### config.mk
export PLATFORM = sky130hd
export DESIGN_NAME = ratiometric_current_converter
export DESIGN_NICKNAME = d
export VERILOG_FILES = /design/src/rtl/core/rcc_pkg.sv /design/src/rtl/core/ratiometric_current_converter.sv /design/src/rtl/core/rcc_cfg.sv /design/src/rtl/core/rcc_ctrl.sv /design/src/rtl/core/rcc_dp.sv
export VERILOG_INCLUDE_DIRS = /design/src /design/src/rtl/core
export SDC_FILE = /design/constraint.sdc
export NUM_CORES = 2
export LEC_CHECK = 0
export ABC_AREA = 1
export BUFFER_PORTS_ARGS = -buffer_cell sky130_fd_sc_hd__buf_2
export CORE_AREA = 2 2 276 346
export CTS_BUF_LIST = sky130_fd_sc_hd__clkbuf_4
export CTS_CLUSTER_DIAMETER = 60
export DETAILED_ROUTE_END_ITERATION = 12
export DIE_AREA = 0 0 278 348
export HOLD_SLACK_MARGIN = 0.08
export PLACE_DENSITY_LB_ADDON = 0.25
export REMOVE_ABC_BUFFERS = 1
export SLEW_MARGIN = 10
export SYNTH_ARGS = -nofsm -noshare
export SYNTH_HDL_FRONTEND = slang
export SYNTH_SLANG_ARGS = --single-unit
### constraint.sdc
create_clock -name clk -period 18.3 [get_ports clk]
set_input_delay 0.915 -clock clk [delete_from_list [all_inputs] [get_ports clk]]
set_output_delay 0.915 -clock clk [all_outputs]
set_load 0.1 [all_outputs]
### src/rtl/core/ratiometric_current_converter_macros.svh
// assertion macros for the ratiometric current converter
`ifndef RATIOMETRIC_CURRENT_CONVERTER_MACROS_SVH
`define RATIOMETRIC_CURRENT_CONVERTER_MACROS_SVH
`ifndef SYNTHESIS
`define RCC_ASSERT_IMP(lbl, ante, cons) \
  lbl: assert property (@(posedge clk) disable iff (!rst_n) (ante) |-> (cons)) \
    else $error("rcc same-cycle check failed");
`define RCC_ASSERT_NXT(lbl, ante, cons) \
  lbl: assert property (@(posedge clk) disable iff (!rst_n) (ante) |=> (cons)) \
    else $error("rcc next-cycle check failed");
`else
`define RCC_ASSERT_IMP(lbl, ante, cons)
`define RCC_ASSERT_NXT(lbl, ante, cons)
`endif
`endif

### src/rtl/core/rcc_pkg.sv
// shared types and constants of the ratiometric current converter
package rcc_pkg;

  localparam int RATIO_BITS_DEF = 16;
  localparam int NODE_BITS_DEF  = 20;

  localparam int DIV_BITS      = 16;
  localparam int DIV_FRAC      = 12;
  localparam int GAIN_BITS     = 24;
  localparam int SUP_BITS      = 20;
  localparam int RAT_REG_BITS  = 16;
  localparam int CUR_BITS      = 24;
  localparam int STATUS_BITS   = 3;
  localparam int CFG_ADDR_BITS = 3;
  localparam int CFG_DATA_BITS = 24;

  typedef enum logic [STATUS_BITS-1:0] {
    ST_OK,
    ST_NOT_ZEROED,
    ST_BAD_DIVIDER,
    ST_SUPPLY_RANGE,
    ST_RATIO_RANGE,
    ST_ZERO_REJECTED
  } status_code_t;

  typedef enum logic [CFG_ADDR_BITS-1:0] {
    REG_OUTPUT_DIVIDER,
    REG_SUPPLY_DIVIDER,
    REG_GAIN,
    REG_SUPPLY_MIN,
    REG_SUPPLY_MAX,
    REG_RATIO_MIN,
    REG_RATIO_MAX,
    REG_ZERO_TOLERANCE
  } reg_index_t;

  typedef struct packed {
    logic [DIV_BITS-1:0]     output_divider;
    logic [DIV_BITS-1:0]     supply_divider;
    logic [GAIN_BITS-1:0]    gain_ma_per_ratio;
    logic [SUP_BITS-1:0]     supply_min;
    logic [SUP_BITS-1:0]     supply_max;
    logic [RAT_REG_BITS-1:0] ratio_min;
    logic [RAT_REG_BITS-1:0] ratio_max;
    logic [RAT_REG_BITS-1:0] zero_tolerance;
  } cfg_t;

  typedef enum logic [3:0] {
    S_IDLE,
    S_CHECK,
    S_SUP_DIV,
    S_SUP_CHK,
    S_OUT_DIV,
    S_RAT_CHK,
    S_RAT_DIV,
    S_RAT_WIN,
    S_SCALE,
    S_FINISH
  } fsm_state_t;

  typedef struct packed {
    logic         capture;
    logic         div_start_sup;
    logic         div_start_out;
    logic         div_start_rat;
    logic         div_step;
    logic         sup_latch;
    logic         out_latch;
    logic         rat_latch;
    logic         mul;
    logic         scale;
    logic         set_zero;
    logic         set_status;
    logic         keep_data;
    status_code_t status_code;
    logic         out_load;
  } ctrl_cmd_t;

  typedef struct packed {
    logic req_set_zero;
    logic zero_ok;
    logic zero_valid;
    logic div_bad;
    logic div_done;
    logic sup_in_window;
    logic outc_lt_sup;
    logic ratio_in_window;
    logic out_free;
  } dp_stat_t;

endpackage

### src/rtl/core/ratiometric_current_converter.sv
// Ratiometric current converter. Each transaction is one request: a measure
// request corrects both node readings by their dividers, checks the supply
// and ratio windows and returns ratio, supply and current; a set-zero request
// stores the candidate ratio when it lies within tolerance of one half.
// Requests are handled one at a time: a full measurement runs the shared
// restoring divider, which yields one quotient bit per cycle, for the two
// corrections and the ratio, and the next request is accepted only once the
// controller has loaded the result and returned to idle. Requests that fail
// at the first check or set the zero skip the divider. A finished result
// waits in the output register while the next request is accepted; a result
// that cannot be loaded because the output register is still full holds the
// controller.
`include "ratiometric_current_converter_macros.svh"
module ratiometric_current_converter
  import rcc_pkg::*;
#(
  parameter int RATIO_BITS = RATIO_BITS_DEF,
  parameter int NODE_BITS  = NODE_BITS_DEF,
  localparam int IN_TW  = ((2 * NODE_BITS + RATIO_BITS + 7) / 8) * 8,
  localparam int OUT_TW = ((RATIO_BITS + NODE_BITS + CUR_BITS + 7) / 8) * 8
) (
  input  logic                     clk,
  input  logic                     rst_n,
  input  logic                     cfg_we,
  input  logic [CFG_ADDR_BITS-1:0] cfg_addr,
  input  logic [CFG_DATA_BITS-1:0] cfg_wdata,
  input  logic                     in_tvalid,
  output logic                     in_tready,
  input  logic [IN_TW-1:0]         in_tdata,  // output_node, supply_node, zero_candidate
  input  logic                     in_tuser,  // req_type
  output logic                     out_tvalid,
  input  logic                     out_tready,
  output logic [OUT_TW-1:0]        out_tdata, // ratio_out, supply_level, current_ma
  output logic [STATUS_BITS-1:0]   out_tuser  // status
);

  cfg_t      cfg;
  ctrl_cmd_t ctrl_cmd;
  dp_stat_t  dp_stat;

  logic [RATIO_BITS-1:0] ratio_out;
  logic [NODE_BITS-1:0]  supply_level;
  logic [CUR_BITS-1:0]   current_ma;

  rcc_cfg u_cfg (
    .clk       (clk),
    .rst_n     (rst_n),
    .cfg_we    (cfg_we),
    .cfg_addr  (cfg_addr),
    .cfg_wdata (cfg_wdata),
    .cfg       (cfg)
  );

  rcc_ctrl u_ctrl (
    .clk       (clk),
    .rst_n     (rst_n),
    .in_tvalid (in_tvalid),
    .in_tready (in_tready),
    .stat      (dp_stat),
    .cmd       (ctrl_cmd)
  );

  rcc_dp #(
    .RATIO_BITS (RATIO_BITS),
    .NODE_BITS  (NODE_BITS)
  ) u_dp (
    .clk            (clk),
    .rst_n          (rst_n),
    .cfg            (cfg),
    .cmd            (ctrl_cmd),
    .stat           (dp_stat),
    .req_type       (in_tuser),
    .output_node    (in_tdata[NODE_BITS-1:0]),
    .supply_node    (in_tdata[2*NODE_BITS-1:NODE_BITS]),
    .zero_candidate (in_tdata[2*NODE_BITS+RATIO_BITS-1:2*NODE_BITS]),
    .out_tready     (out_tready),
    .out_tvalid     (out_tvalid),
    .status         (out_tuser),
    .ratio_out      (ratio_out),
    .supply_level   (supply_level),
    .current_ma     (current_ma)
  );

  assign out_tdata = OUT_TW'({current_ma, supply_level, ratio_out});

  // one request in flight: no second transaction right after acceptance
  `RCC_ASSERT_NXT(a_one_in_flight, in_tvalid && in_tready, !in_tready)
  // a result is only loaded when the output register is free
  `RCC_ASSERT_IMP(a_load_when_free, ctrl_cmd.out_load, !out_tvalid || out_tready)
  // the divider is never stepped past its last quotient bit
  `RCC_ASSERT_IMP(a_no_overstep, ctrl_cmd.div_step, !dp_stat.div_done)

endmodule

### src/rtl/core/rcc_cfg.sv
// configuration register file
module rcc_cfg
  import rcc_pkg::*;
(
  input  logic                     clk,
  input  logic                     rst_n,
  input  logic                     cfg_we,
  input  logic [CFG_ADDR_BITS-1:0] cfg_addr,
  input  logic [CFG_DATA_BITS-1:0] cfg_wdata,
  output cfg_t                     cfg
);

  cfg_t cfg_r;

  always_ff @(posedge clk) begin
    if (!rst_n) begin
      cfg_r.output_divider    <= DIV_BITS'(4096);
      cfg_r.supply_divider    <= DIV_BITS'(4096);
      cfg_r.gain_ma_per_ratio <= '0;
      cfg_r.supply_min        <= SUP_BITS'(72000);
      cfg_r.supply_max        <= SUP_BITS'(88000);
      cfg_r.ratio_min         <= '0;
      cfg_r.ratio_max         <= RAT_REG_BITS'(65535);
      cfg_r.zero_tolerance    <= RAT_REG_BITS'(3277);
    end else if (cfg_we) begin
      unique case (reg_index_t'(cfg_addr))
        REG_OUTPUT_DIVIDER: cfg_r.output_divider    <= cfg_wdata[DIV_BITS-1:0];
        REG_SUPPLY_DIVIDER: cfg_r.supply_divider    <= cfg_wdata[DIV_BITS-1:0];
        REG_GAIN:           cfg_r.gain_ma_per_ratio <= cfg_wdata[GAIN_BITS-1:0];
        REG_SUPPLY_MIN:     cfg_r.supply_min        <= cfg_wdata[SUP_BITS-1:0];
        REG_SUPPLY_MAX:     cfg_r.supply_max        <= cfg_wdata[SUP_BITS-1:0];
        REG_RATIO_MIN:      cfg_r.ratio_min         <= cfg_wdata[RAT_REG_BITS-1:0];
        REG_RATIO_MAX:      cfg_r.ratio_max         <= cfg_wdata[RAT_REG_BITS-1:0];
        REG_ZERO_TOLERANCE: cfg_r.zero_tolerance    <= cfg_wdata[RAT_REG_BITS-1:0];
        default: ;
      endcase
    end
  end

  assign cfg = cfg_r;

endmodule

### src/rtl/core/rcc_ctrl.sv
// sequencing state machine of the converter
module rcc_ctrl
  import rcc_pkg::*;
(
  input  logic      clk,
  input  logic      rst_n,
  input  logic      in_tvalid,
  output logic      in_tready,
  input  dp_stat_t  stat,
  output ctrl_cmd_t cmd
);

  fsm_state_t state_r, state_nxt;

  always_ff @(posedge clk) begin
    if (!rst_n) begin
      state_r <= S_IDLE;
    end else begin
      state_r <= state_nxt;
    end
  end

  always_comb begin
    state_nxt = state_r;
    unique case (state_r)
      S_IDLE: begin
        if (in_tvalid) state_nxt = S_CHECK;
      end
      S_CHECK: begin
        priority if (stat.req_set_zero) state_nxt = S_FINISH;
        else if (!stat.zero_valid)      state_nxt = S_FINISH;
        else if (stat.div_bad)          state_nxt = S_FINISH;
        else                            state_nxt = S_SUP_DIV;
      end
      S_SUP_DIV: begin
        if (stat.div_done) state_nxt = S_SUP_CHK;
      end
      S_SUP_CHK: begin
        state_nxt = stat.sup_in_window ? S_OUT_DIV : S_FINISH;
      end
      S_OUT_DIV: begin
        if (stat.div_done) state_nxt = S_RAT_CHK;
      end
      S_RAT_CHK: begin
        state_nxt = stat.outc_lt_sup ? S_RAT_DIV : S_FINISH;
      end
      S_RAT_DIV: begin
        if (stat.div_done) state_nxt = S_RAT_WIN;
      end
      S_RAT_WIN: begin
        state_nxt = stat.ratio_in_window ? S_SCALE : S_FINISH;
      end
      S_SCALE: begin
        state_nxt = S_FINISH;
      end
      S_FINISH: begin
        if (stat.out_free) state_nxt = S_IDLE;
      end
      default: state_nxt = S_IDLE;
    endcase
  end

  always_comb begin
    cmd       = '0;
    in_tready = 1'b0;
    unique case (state_r)
      S_IDLE: begin
        in_tready   = 1'b1;
        cmd.capture = in_tvalid;
      end
      S_CHECK: begin
        priority if (stat.req_set_zero) begin
          cmd.set_status  = 1'b1;
          cmd.set_zero    = stat.zero_ok;
          cmd.status_code = stat.zero_ok ? ST_OK : ST_ZERO_REJECTED;
        end else if (!stat.zero_valid) begin
          cmd.set_status  = 1'b1;
          cmd.status_code = ST_NOT_ZEROED;
        end else if (stat.div_bad) begin
          cmd.set_status  = 1'b1;
          cmd.status_code = ST_BAD_DIVIDER;
        end else begin
          cmd.div_start_sup = 1'b1;
        end
      end
      S_SUP_DIV: begin
        cmd.div_step  = !stat.div_done;
        cmd.sup_latch = stat.div_done;
      end
      S_SUP_CHK: begin
        if (stat.sup_in_window) begin
          cmd.div_start_out = 1'b1;
        end else begin
          cmd.set_status  = 1'b1;
          cmd.status_code = ST_SUPPLY_RANGE;
        end
      end
      S_OUT_DIV: begin
        cmd.div_step  = !stat.div_done;
        cmd.out_latch = stat.div_done;
      end
      S_RAT_CHK: begin
        // output at or above supply gives a ratio of one or more
        if (stat.outc_lt_sup) begin
          cmd.div_start_rat = 1'b1;
        end else begin
          cmd.set_status  = 1'b1;
          cmd.status_code = ST_RATIO_RANGE;
        end
      end
      S_RAT_DIV: begin
        cmd.div_step  = !stat.div_done;
        cmd.rat_latch = stat.div_done;
      end
      S_RAT_WIN: begin
        if (stat.ratio_in_window) begin
          cmd.mul = 1'b1;
        end else begin
          cmd.set_status  = 1'b1;
          cmd.status_code = ST_RATIO_RANGE;
        end
      end
      S_SCALE: begin
        cmd.scale       = 1'b1;
        cmd.set_status  = 1'b1;
        cmd.keep_data   = 1'b1;
        cmd.status_code = ST_OK;
      end
      S_FINISH: begin
        cmd.out_load = stat.out_free;
      end
      default: ;
    endcase
  end

endmodule

### src/rtl/core/rcc_dp.sv
// datapath: input capture, shared divider, scaling multiplier, result register
module rcc_dp
  import rcc_pkg::*;
#(
  parameter int RATIO_BITS = RATIO_BITS_DEF,
  parameter int NODE_BITS  = NODE_BITS_DEF
) (
  input  logic                  clk,
  input  logic                  rst_n,
  input  cfg_t                  cfg,
  input  ctrl_cmd_t             cmd,
  output dp_stat_t              stat,
  input  logic                  req_type,
  input  logic [NODE_BITS-1:0]  output_node,
  input  logic [NODE_BITS-1:0]  supply_node,
  input  logic [RATIO_BITS-1:0] zero_candidate,
  input  logic                  out_tready,
  output logic                  out_tvalid,
  output logic [STATUS_BITS-1:0] status,
  output logic [RATIO_BITS-1:0] ratio_out,
  output logic [NODE_BITS-1:0]  supply_level,
  output logic [CUR_BITS-1:0]   current_ma
);

  localparam int QW = (NODE_BITS > RATIO_BITS) ? NODE_BITS : RATIO_BITS;
  localparam int DW = (NODE_BITS > DIV_BITS) ? NODE_BITS : DIV_BITS;
  localparam int CW = $clog2(QW + 1);
  localparam int SW = (NODE_BITS > SUP_BITS) ? NODE_BITS : SUP_BITS;
  localparam int RW = (RATIO_BITS > RAT_REG_BITS) ? RATIO_BITS : RAT_REG_BITS;
  localparam int PW = RATIO_BITS + 1 + GAIN_BITS;

  // captured item
  logic                  req_r;
  logic [NODE_BITS-1:0]  outn_r, supn_r;
  logic [RATIO_BITS-1:0] cand_r;

  // stored zero
  logic [RATIO_BITS-1:0] zero_r;
  logic                  zero_valid_r;

  // divider
  logic [DW-1:0] rem_r, rem_nxt;
  logic [QW-1:0] quo_r, quo_nxt;
  logic [DW-1:0] den_r, den_nxt;
  logic [CW-1:0] cnt_r, cnt_nxt;
  logic          sat_r, sat_nxt;

  // intermediate results
  logic [NODE_BITS-1:0]    sup_r, outc_r;
  logic [RATIO_BITS-1:0]   ratio_r;
  logic signed [PW-1:0]    prod_r;
  logic [CUR_BITS-1:0]     cur_r;
  status_code_t            stcode_r;
  logic                    keep_r;

  // output register
  logic                    out_valid_r;
  logic [STATUS_BITS-1:0]  out_status_r;
  logic [RATIO_BITS-1:0]   out_ratio_r;
  logic [NODE_BITS-1:0]    out_sup_r;
  logic [CUR_BITS-1:0]     out_cur_r;

  logic [NODE_BITS-1:0]    corr_node;
  logic [DIV_BITS-1:0]     corr_div;
  logic [DIV_FRAC-1:0]     node_hi;
  logic [NODE_BITS-1:0]    node_lo;
  logic [DW:0]             trial;
  logic                    qbit;
  logic [NODE_BITS-1:0]    corr_res;
  logic [RATIO_BITS-1:0]   half, cand_dist;
  logic signed [RATIO_BITS:0] diff;
  logic signed [PW-1:0]    prod_nxt, q;
  logic [CUR_BITS-1:0]     cur_nxt;
  logic                    q_fits;

  always_ff @(posedge clk) begin
    if (cmd.capture) begin
      req_r  <= req_type;
      outn_r <= output_node;
      supn_r <= supply_node;
      cand_r <= zero_candidate;
    end
  end

  always_ff @(posedge clk) begin
    if (!rst_n) begin
      zero_r       <= '0;
      zero_valid_r <= 1'b0;
    end else if (cmd.set_zero) begin
      zero_r       <= cand_r;
      zero_valid_r <= 1'b1;
    end
  end

  // correction divides node * 4096 by the divider; the top bits of the
  // shifted node seed the remainder, saturation when they reach the divider
  always_comb begin
    corr_node = cmd.div_start_out ? outn_r : supn_r;
    corr_div  = cmd.div_start_out ? cfg.output_divider : cfg.supply_divider;
    node_hi   = DIV_FRAC'(corr_node >> (NODE_BITS - DIV_FRAC));
    node_lo   = corr_node << DIV_FRAC;
  end

  always_comb begin
    trial   = {rem_r, quo_r[QW-1]};
    qbit    = (trial >= {1'b0, den_r});
    rem_nxt = rem_r;
    quo_nxt = quo_r;
    den_nxt = den_r;
    cnt_nxt = cnt_r;
    sat_nxt = sat_r;
    priority if (cmd.div_start_sup || cmd.div_start_out) begin
      rem_nxt = DW'(node_hi);
      quo_nxt = QW'(node_lo) << (QW - NODE_BITS);
      den_nxt = DW'(corr_div);
      cnt_nxt = CW'(NODE_BITS);
      sat_nxt = (DIV_BITS'(node_hi) >= corr_div);
    end else if (cmd.div_start_rat) begin
      rem_nxt = DW'(outc_r);
      quo_nxt = '0;
      den_nxt = DW'(sup_r);
      cnt_nxt = CW'(RATIO_BITS);
      sat_nxt = 1'b0;
    end else if (cmd.div_step) begin
      rem_nxt = qbit ? DW'(trial - {1'b0, den_r}) : trial[DW-1:0];
      quo_nxt = {quo_r[QW-2:0], qbit};
      cnt_nxt = cnt_r - CW'(1);
    end
  end

  always_ff @(posedge clk) begin
    if (!rst_n) begin
      cnt_r <= '0;
    end else begin
      cnt_r <= cnt_nxt;
    end
  end

  always_ff @(posedge clk) begin
    rem_r <= rem_nxt;
    quo_r <= quo_nxt;
    den_r <= den_nxt;
    sat_r <= sat_nxt;
  end

  assign corr_res = sat_r ? {NODE_BITS{1'b1}} : quo_r[NODE_BITS-1:0];

  // scaling: floor((ratio - zero) * gain / 2^RATIO_BITS), saturated
  always_comb begin
    diff     = $signed({1'b0, ratio_r}) - $signed({1'b0, zero_r});
    prod_nxt = diff * $signed(cfg.gain_ma_per_ratio);
    q        = prod_r >>> RATIO_BITS;
    q_fits   = (&q[PW-1:CUR_BITS-1]) || !(|q[PW-1:CUR_BITS-1]);
    if (q_fits) begin
      cur_nxt = q[CUR_BITS-1:0];
    end else if (q[PW-1]) begin
      cur_nxt = {1'b1, {(CUR_BITS-1){1'b0}}};
    end else begin
      cur_nxt = {1'b0, {(CUR_BITS-1){1'b1}}};
    end
  end

  always_ff @(posedge clk) begin
    if (cmd.sup_latch) sup_r   <= corr_res;
    if (cmd.out_latch) outc_r  <= corr_res;
    if (cmd.rat_latch) ratio_r <= quo_r[RATIO_BITS-1:0];
    if (cmd.mul)       prod_r  <= prod_nxt;
    if (cmd.scale)     cur_r   <= cur_nxt;
  end

  always_ff @(posedge clk) begin
    if (!rst_n) begin
      stcode_r <= ST_OK;
      keep_r   <= 1'b0;
    end else if (cmd.set_status) begin
      stcode_r <= cmd.status_code;
      keep_r   <= cmd.keep_data;
    end
  end

  always_ff @(posedge clk) begin
    if (!rst_n) begin
      out_valid_r <= 1'b0;
    end else if (cmd.out_load) begin
      out_valid_r <= 1'b1;
    end else if (out_tready) begin
      out_valid_r <= 1'b0;
    end
  end

  // failed and set-zero transactions carry zero data
  always_ff @(posedge clk) begin
    if (cmd.out_load) begin
      out_status_r <= stcode_r;
      out_ratio_r  <= keep_r ? ratio_r : '0;
      out_sup_r    <= keep_r ? sup_r : '0;
      out_cur_r    <= keep_r ? cur_r : '0;
    end
  end

  always_comb begin
    half      = RATIO_BITS'(1) << (RATIO_BITS - 1);
    cand_dist = (cand_r >= half) ? (cand_r - half) : (half - cand_r);
  end

  always_comb begin
    stat.req_set_zero    = req_r;
    stat.zero_ok         = (RW'(cand_dist) <= RW'(cfg.zero_tolerance));
    stat.zero_valid      = zero_valid_r;
    stat.div_bad         = (cfg.output_divider == '0) || (cfg.supply_divider == '0);
    stat.div_done        = (cnt_r == '0);
    stat.sup_in_window   = (SW'(sup_r) >= SW'(cfg.supply_min)) &&
                           (SW'(sup_r) <= SW'(cfg.supply_max));
    stat.outc_lt_sup     = (outc_r < sup_r);
    stat.ratio_in_window = (RW'(ratio_r) >= RW'(cfg.ratio_min)) &&
                           (RW'(ratio_r) <= RW'(cfg.ratio_max));
    stat.out_free        = !out_valid_r || out_tready;
  end

  assign out_tvalid   = out_valid_r;
  assign status       = out_status_r;
  assign ratio_out    = out_ratio_r;
  assign supply_level = out_sup_r;
  assign current_ma   = out_cur_r;

endmodule
# Yosys cells after proc, flatten, opt, wreduce, memory -nomap -nowiden
# Cells that the tools add are included.
[word_totals]
output_inout_bits = 69
elab_cells = 174
reg_bits = 477
[classes]
n_bitwise = 1
n_addsub = 5
muxes = 69
reduce_logical = 32
n_eq_ne = 21
multipliers = 1
magnitude_cmp = 9
[ops]
columns = ["cell", "n"]
rows = [
  ["$mux 20", 8],
  ["$mux 16", 4],
  ["$mux 24", 2],
  ["$mul 17x24->41", 1],
  ["$mux 4", 10],
  ["$pmux 4 s10", 1],
  ["$le 16x16->1", 2],
  ["$logic_not 16->1", 2],
  ["$mux 1", 31],
  ["$ge 21x20->1", 1],
  ["$ge 20x20->1", 1],
  ["$le 20x20->1", 1],
  ["$lt 20x20->1", 1],
  ["$sub 20x20->20", 1],
  ["$reduce_and 2->1", 9],
  ["$sub 16x16->17", 1],
  ["$eq 4x3->1 const B", 4],
  ["$ge 12x16->1", 1],
  ["$ge 16x16->1", 1],
  ["$ge 16x16->1 const B", 1],
  ["$sub 16x16->16 const A", 1],
  ["$sub 16x16->16 const B", 1],
  ["$mux 3", 5],
  ["$mux 5", 3],
  ["other kinds (25)", 45],
]

# Depth between registers and ports, before layout
[depth]
ltp_word = 8
mapped_depth = 38
mapped_depth_nobuf = 37

# Hierarchy
# A second synthesis with hierarchy kept.
[unflattened]
cells_unflattened = 4679
hier_area_um2 = 38491.9
[modules_own_cells]
columns = ["module", "n_inst", "cells_each", "area_per_inst_um2", "seq_area_each_um2"]
rows = [
  ["rcc_dp", 1, 3805, 32389.8, 8888.5],
  ["rcc_cfg", 1, 784, 5605.4, 2882.8],
  ["rcc_ctrl", 1, 85, 462.9, 80.1],
  ["ratiometric_current_converter", 1, 5, 33.8, 0.0],
]

# Least setup slack after synthesis
# No wires, ideal clock.
[synth_path]
kind = "reg-to-reg"
startpoint = "register u_dp.ratio_r[2]"
endpoint = "register u_dp.prod_r[40], data pin"
arrival_time_ns = 6.759
period_less_slack_ns = 7.020
setup_time_ns = 0.260
setup_slack_ns = 11.280
n_path_buf = 1
stages_incl_launch_ff = 31
path_cell_list = "edfxtp_1 > ha_1 > inv_2 > nor2_2 > nand2_1 > nand3_2 > inv_2 > o31ai_2 > a31oi_1 > or2_1 > clkbuf_2 > nand2_1 > nor2_1 > fa_1 > inv_1 > fa_1 > inv_1 > fa_1 > fa_1 > inv_1 > fa_1 > fa_1 > inv_1 > ha_1 > inv_1 > nor4_1 > nand2_1 > nor2_1 > nand3_1 > nand3_1 > xor2_1"
[synth_via]
elab_chain_len = 2
[synth_lines]
columns = ["item", "line", "source"]
rows = [
  ["start: declaration", "rcc_dp.sv:50", "logic [RATIO_BITS-1:0] ratio_r;"],
  ["start signal: assignment", "rcc_dp.sv:166", "if (cmd.rat_latch) ratio_r <= quo_r[RATIO_BITS-1:0];"],
  ["$sub 16x16->17", "rcc_dp.sv:150", "diff = $signed({1'b0, ratio_r}) - $signed({1'b0, zero_r});"],
  ["$mul 17x24->41", "rcc_dp.sv:151", "prod_nxt = diff * $signed(cfg.gain_ma_per_ratio);"],
  ["named net u_dp.prod_nxt[40]", "rcc_dp.sv:72", "logic signed [PW-1:0] prod_nxt, q;"],
  ["end signal: assignment", "rcc_dp.sv:167", "if (cmd.mul) prod_r <= prod_nxt;"],
  ["end: declaration", "rcc_dp.sv:51", "logic signed [PW-1:0] prod_r;"],
]
# The timed path passes the listed nets, and every way through them passes these cells.
# A chain may end at the register's enable or synchronous reset.

# Worst setup path after layout
[layout_path]
startpoint = "register u_dp.ratio_r[5]"
endpoint = "register u_dp.prod_r[39], data pin"
# The elaborated chain is that of the path after synthesis.

==> key figures <==
Outcome
  – Status: complete, no violations

Floorplan
  – # IOs: about 160
  – Die Y-Extent: 348 µm
  – DIE WIDTH: 278 µm
  – Core ar.: 93,800 µm²
  – Die area: 96,700 µm²
  – Initial cell density of the core: 0.396
  – Rows: 126

Global routing
  – GR Overflow Total: 0
  – Pin count of the biggest net entering global routing: 82
  – Number of global-route vias before repair: 30,700
  – Initial antenna violation count: 8
  – First-pass GRT wire length: 179 mm
  – Total track usage: 0.244

Clocking
  – Clk_lat worst skew: 1.02 ns
  – Clk slew on worst S/H paths: ~0.07 ns
  – CTS tree: built
  – H-Tree Depth: 4
  – CTS Hold Bufs: 57
  – Postcts setup bufs: 0
  – Clk root buf: clkbuf_4
  – CTS max path bufs: 3
  – CTS resizes: 0
  – Total CTS buffers: 130
  – CTS Sinks: ~460

Timing
  – Setup TNS Final: 0 ns
  – Final worst path period need: 8.48 ns
  – Clk_skew: 0.0920 ns
  – # setup viols final: 0
  – Final Hold Viols: 0
  – Tightest Pin Transition: 1.18 ns
  – Fmax achieved: 118 MHz
  – Slew headroom: 0.211
  – Fin crit share: 0.463
  – RSZ-0062 raised after global routing: no
  – Final Worst Setup Slack: 9.82 ns
  – Final Slew Violations: 0

Placement
  – Placer Congestion: 0.928
  – Input/output buffers: roughly 150
  – Pre-CTS setup slack: 9.94 ns
  – Detailed-placement wirelength estimate: 88.2 mm
  – Post-DP Area: 39,000 µm²

Setup path
  – Critical path's slowest cell: or2_1
  – Most used cell, CP: fa_1
  – Critical path depth: 27
  – R2r worst-path depth: 27
  – Setup crit start kind: flop
  – Delay-heaviest family, CP: adder cells
  – WS Path Type: flop to flop
  – CP Buf/Inv Count: 5
  – Crit path required time: 19.05 ns
  – Critical Path End Type: flop
  – CP max stage delay: 0.82 ns
  – CP max FO: 23
  – CP arrival: ~9.2 ns

Logic synthesis
  – Primary FF master, synth: edfxtp_1
  – Ys Warns: 0
  – Post-Syn Area per Cell: 8.61 µm²
  – Gate Count Post-Synth: 4,315
  – Number of flops mapped to enable cells by yosys: 262
  – Asr flop ratio synth: 0
  – Synth unique cells: slightly above 60
  – Synthesis-stage register bit count: 461
  – Seq/Total Area, Yosys: 0.319
  – Mapped cell area: 37,100 µm²

Final layout
  – Post-route cell area: a little over 40,000 µm²
  – Most frequent cells in the layout: inv_1, nand2_1, fa_1, nor2_1, edfxtp_1
  – Layout area overhead: 11.2%
  – Commonest non-fill, non-tap cell in the layout: inv_1
  – Area taken by flip-flops and latches: 11,900 µm²
  – # nets final: 5,287
  – Fraction of layout cells with a size suffix above 1: 0.102
  – # fillers: 9,441
  – Multi-input logic area: roughly 21,000 µm²

Drt
  – First drt pass iteration count: 6
  – Starting DRT DRC Count: 1,685
  – DRC viols: 0
  – Vias: 29,600
  – Wire length per cell: 19.7 µm
  – Remaining antenna violation count: 0
  – Vias per cell: 5.05
  – WL final: between 100 and 150 mm

Run
  – Total of max-cap violations: 0

Pwr
  – Leak: 20.1 nW
  – Pwr Density: 94.8 nW/µm²
  – Peak VDD IR: 0.113 mV

Worst hold path
  – Worst hold path cell count: 3
  – HP Class: input pin to flop
-- tightest hold or removal path, cell delays in order --
cell,delay (ns)
buf_2,0.11
nand2_1,0.05
o211ai_1,0.07
-- registers in the layout (all words and copies together), names as in the netlist, 3 cells and up --
signal / flops
u_dp.quo_r: 20
u_dp.ratio_out: 16
u_dp.zero_r: 16
u_dp.outn_r: 20
u_dp.supn_r: 20
u_dp.current_ma: 24
u_dp.cnt_r: 5
u_dp.ratio_r: 16
u_dp.rem_r: 20
u_dp.outc_r: 20
u_cfg.cfg: 144
u_dp.cur_r: 24
u_dp.cand_r: 16
u_dp.stcode_r: 3
u_dp.status: 3
u_dp.sup_r: 20
u_ctrl.state_r: 4
u_dp.supply_level: 20
u_dp.prod_r: 25
u_dp.den_r: 20
-- metrics by stage --
step / std cells / util / hold WS, ns / total power [W]
after floorplan: 4172 / - / 0.408 / 0.00234
after global placement: 5568 / 0.416 / 0.428 / 0.00292
after detailed placement: 5568 / 0.416 / 0.428 / 0.00292
after CTS: 5862 / 0.440 / 0.148 / 0.00396
after global routing: 5868 / 0.440 / 0.196 / 0.00419
final: 5869 / 0.440 / 0.249 / 0.00391
-- metal layers --
metal / track usage / part of all wire / vias up
met4: 0.134 / 0.060 / 10
met5: 0 / 0.00054 / -
li1: - / - / 14000
met1: 0.283 / 0.39 / 14400
met2: 0.427 / 0.50 / 869
met3: 0.0434 / 0.051 / 282
-- final timing paths --
kind,start,end,slack [ns]
worst max-delay path,u_dp.ratio_r[5]$_DFFE_PP_,u_dp.prod_r[39]$_DFFE_PP_,9.82
worst min-delay path,cfg_wdata[16],u_cfg.cfg[64]$_SDFFE_PN1P_,0.25
worst max register to register,u_dp.ratio_r[5]$_DFFE_PP_,u_dp.prod_r[39]$_DFFE_PP_,9.82
worst min register to register,u_dp.stcode_r[2]$_SDFFE_PN0P_,u_dp.status[2]$_DFFE_PP_,0.44
-- final cells by class --
class                   instances  share of cell area
diodes                          7            0.000424
clock buffers                 188              0.0342
multi-input cells            2803               0.514
flip-flops and latches        461               0.287
well taps                    1216              0.0368
repair buffers                237              0.0373
inverters                     908              0.0827
clock inverters                49             0.00739
-- synthesized netlist by cell type, types with 12 or more instances --
cell type / n / share of area
inv_1: 889 / 0.090
nand2_1: 829 / 0.084
fa_1: 402 / 0.22
nor2_1: 388 / 0.039
edfxtp_1: 262 / 0.21
a21oi_1: 257 / 0.035
ha_1: 255 / 0.086
o21ai_0: 243 / 0.033
dfxtp_1: 199 / 0.11
nand3_1: 122 / 0.016
clkbuf_1: 109 / 0.011
o211ai_1: 39 / 0.0079
xor2_1: 32 / 0.0075
nor3_1: 28 / 0.0038
nand4_1: 23 / 0.0039
xnor2_1: 21 / 0.0050
buf_2: 17 / 0.0023
or2_2: 16 / 0.0027
o21a_1: 13 / 0.0026
nor2_2: 12 / 0.0020
-- cell families (layout without fill, tap and decap cells) --
family / Yosys count / in the layout / share of synthesized area
other cells: 1 / 11 / 0.000101
fa+ha+maj: 657 / 657 / 0.303
flops: 461 / 461 / 0.319
xor+xnor: 53 / 53 / 0.0125
compound gates: 631 / 631 / 0.0945
mux: 1 / 1 / 0.000270
buf+inv: 1054 / 1382 / 0.110
simple gates: 1457 / 1457 / 0.161
-- where the power goes --
part | internal (W) | switching (W)
clock | 0.000510 | 0.000489
combinational | 0.000527 | 0.00115
sequential | 0.00120 | 0.0000343
total | 0.00224 | 0.00168
Note: power is estimated with default switching activity, not from simulation.
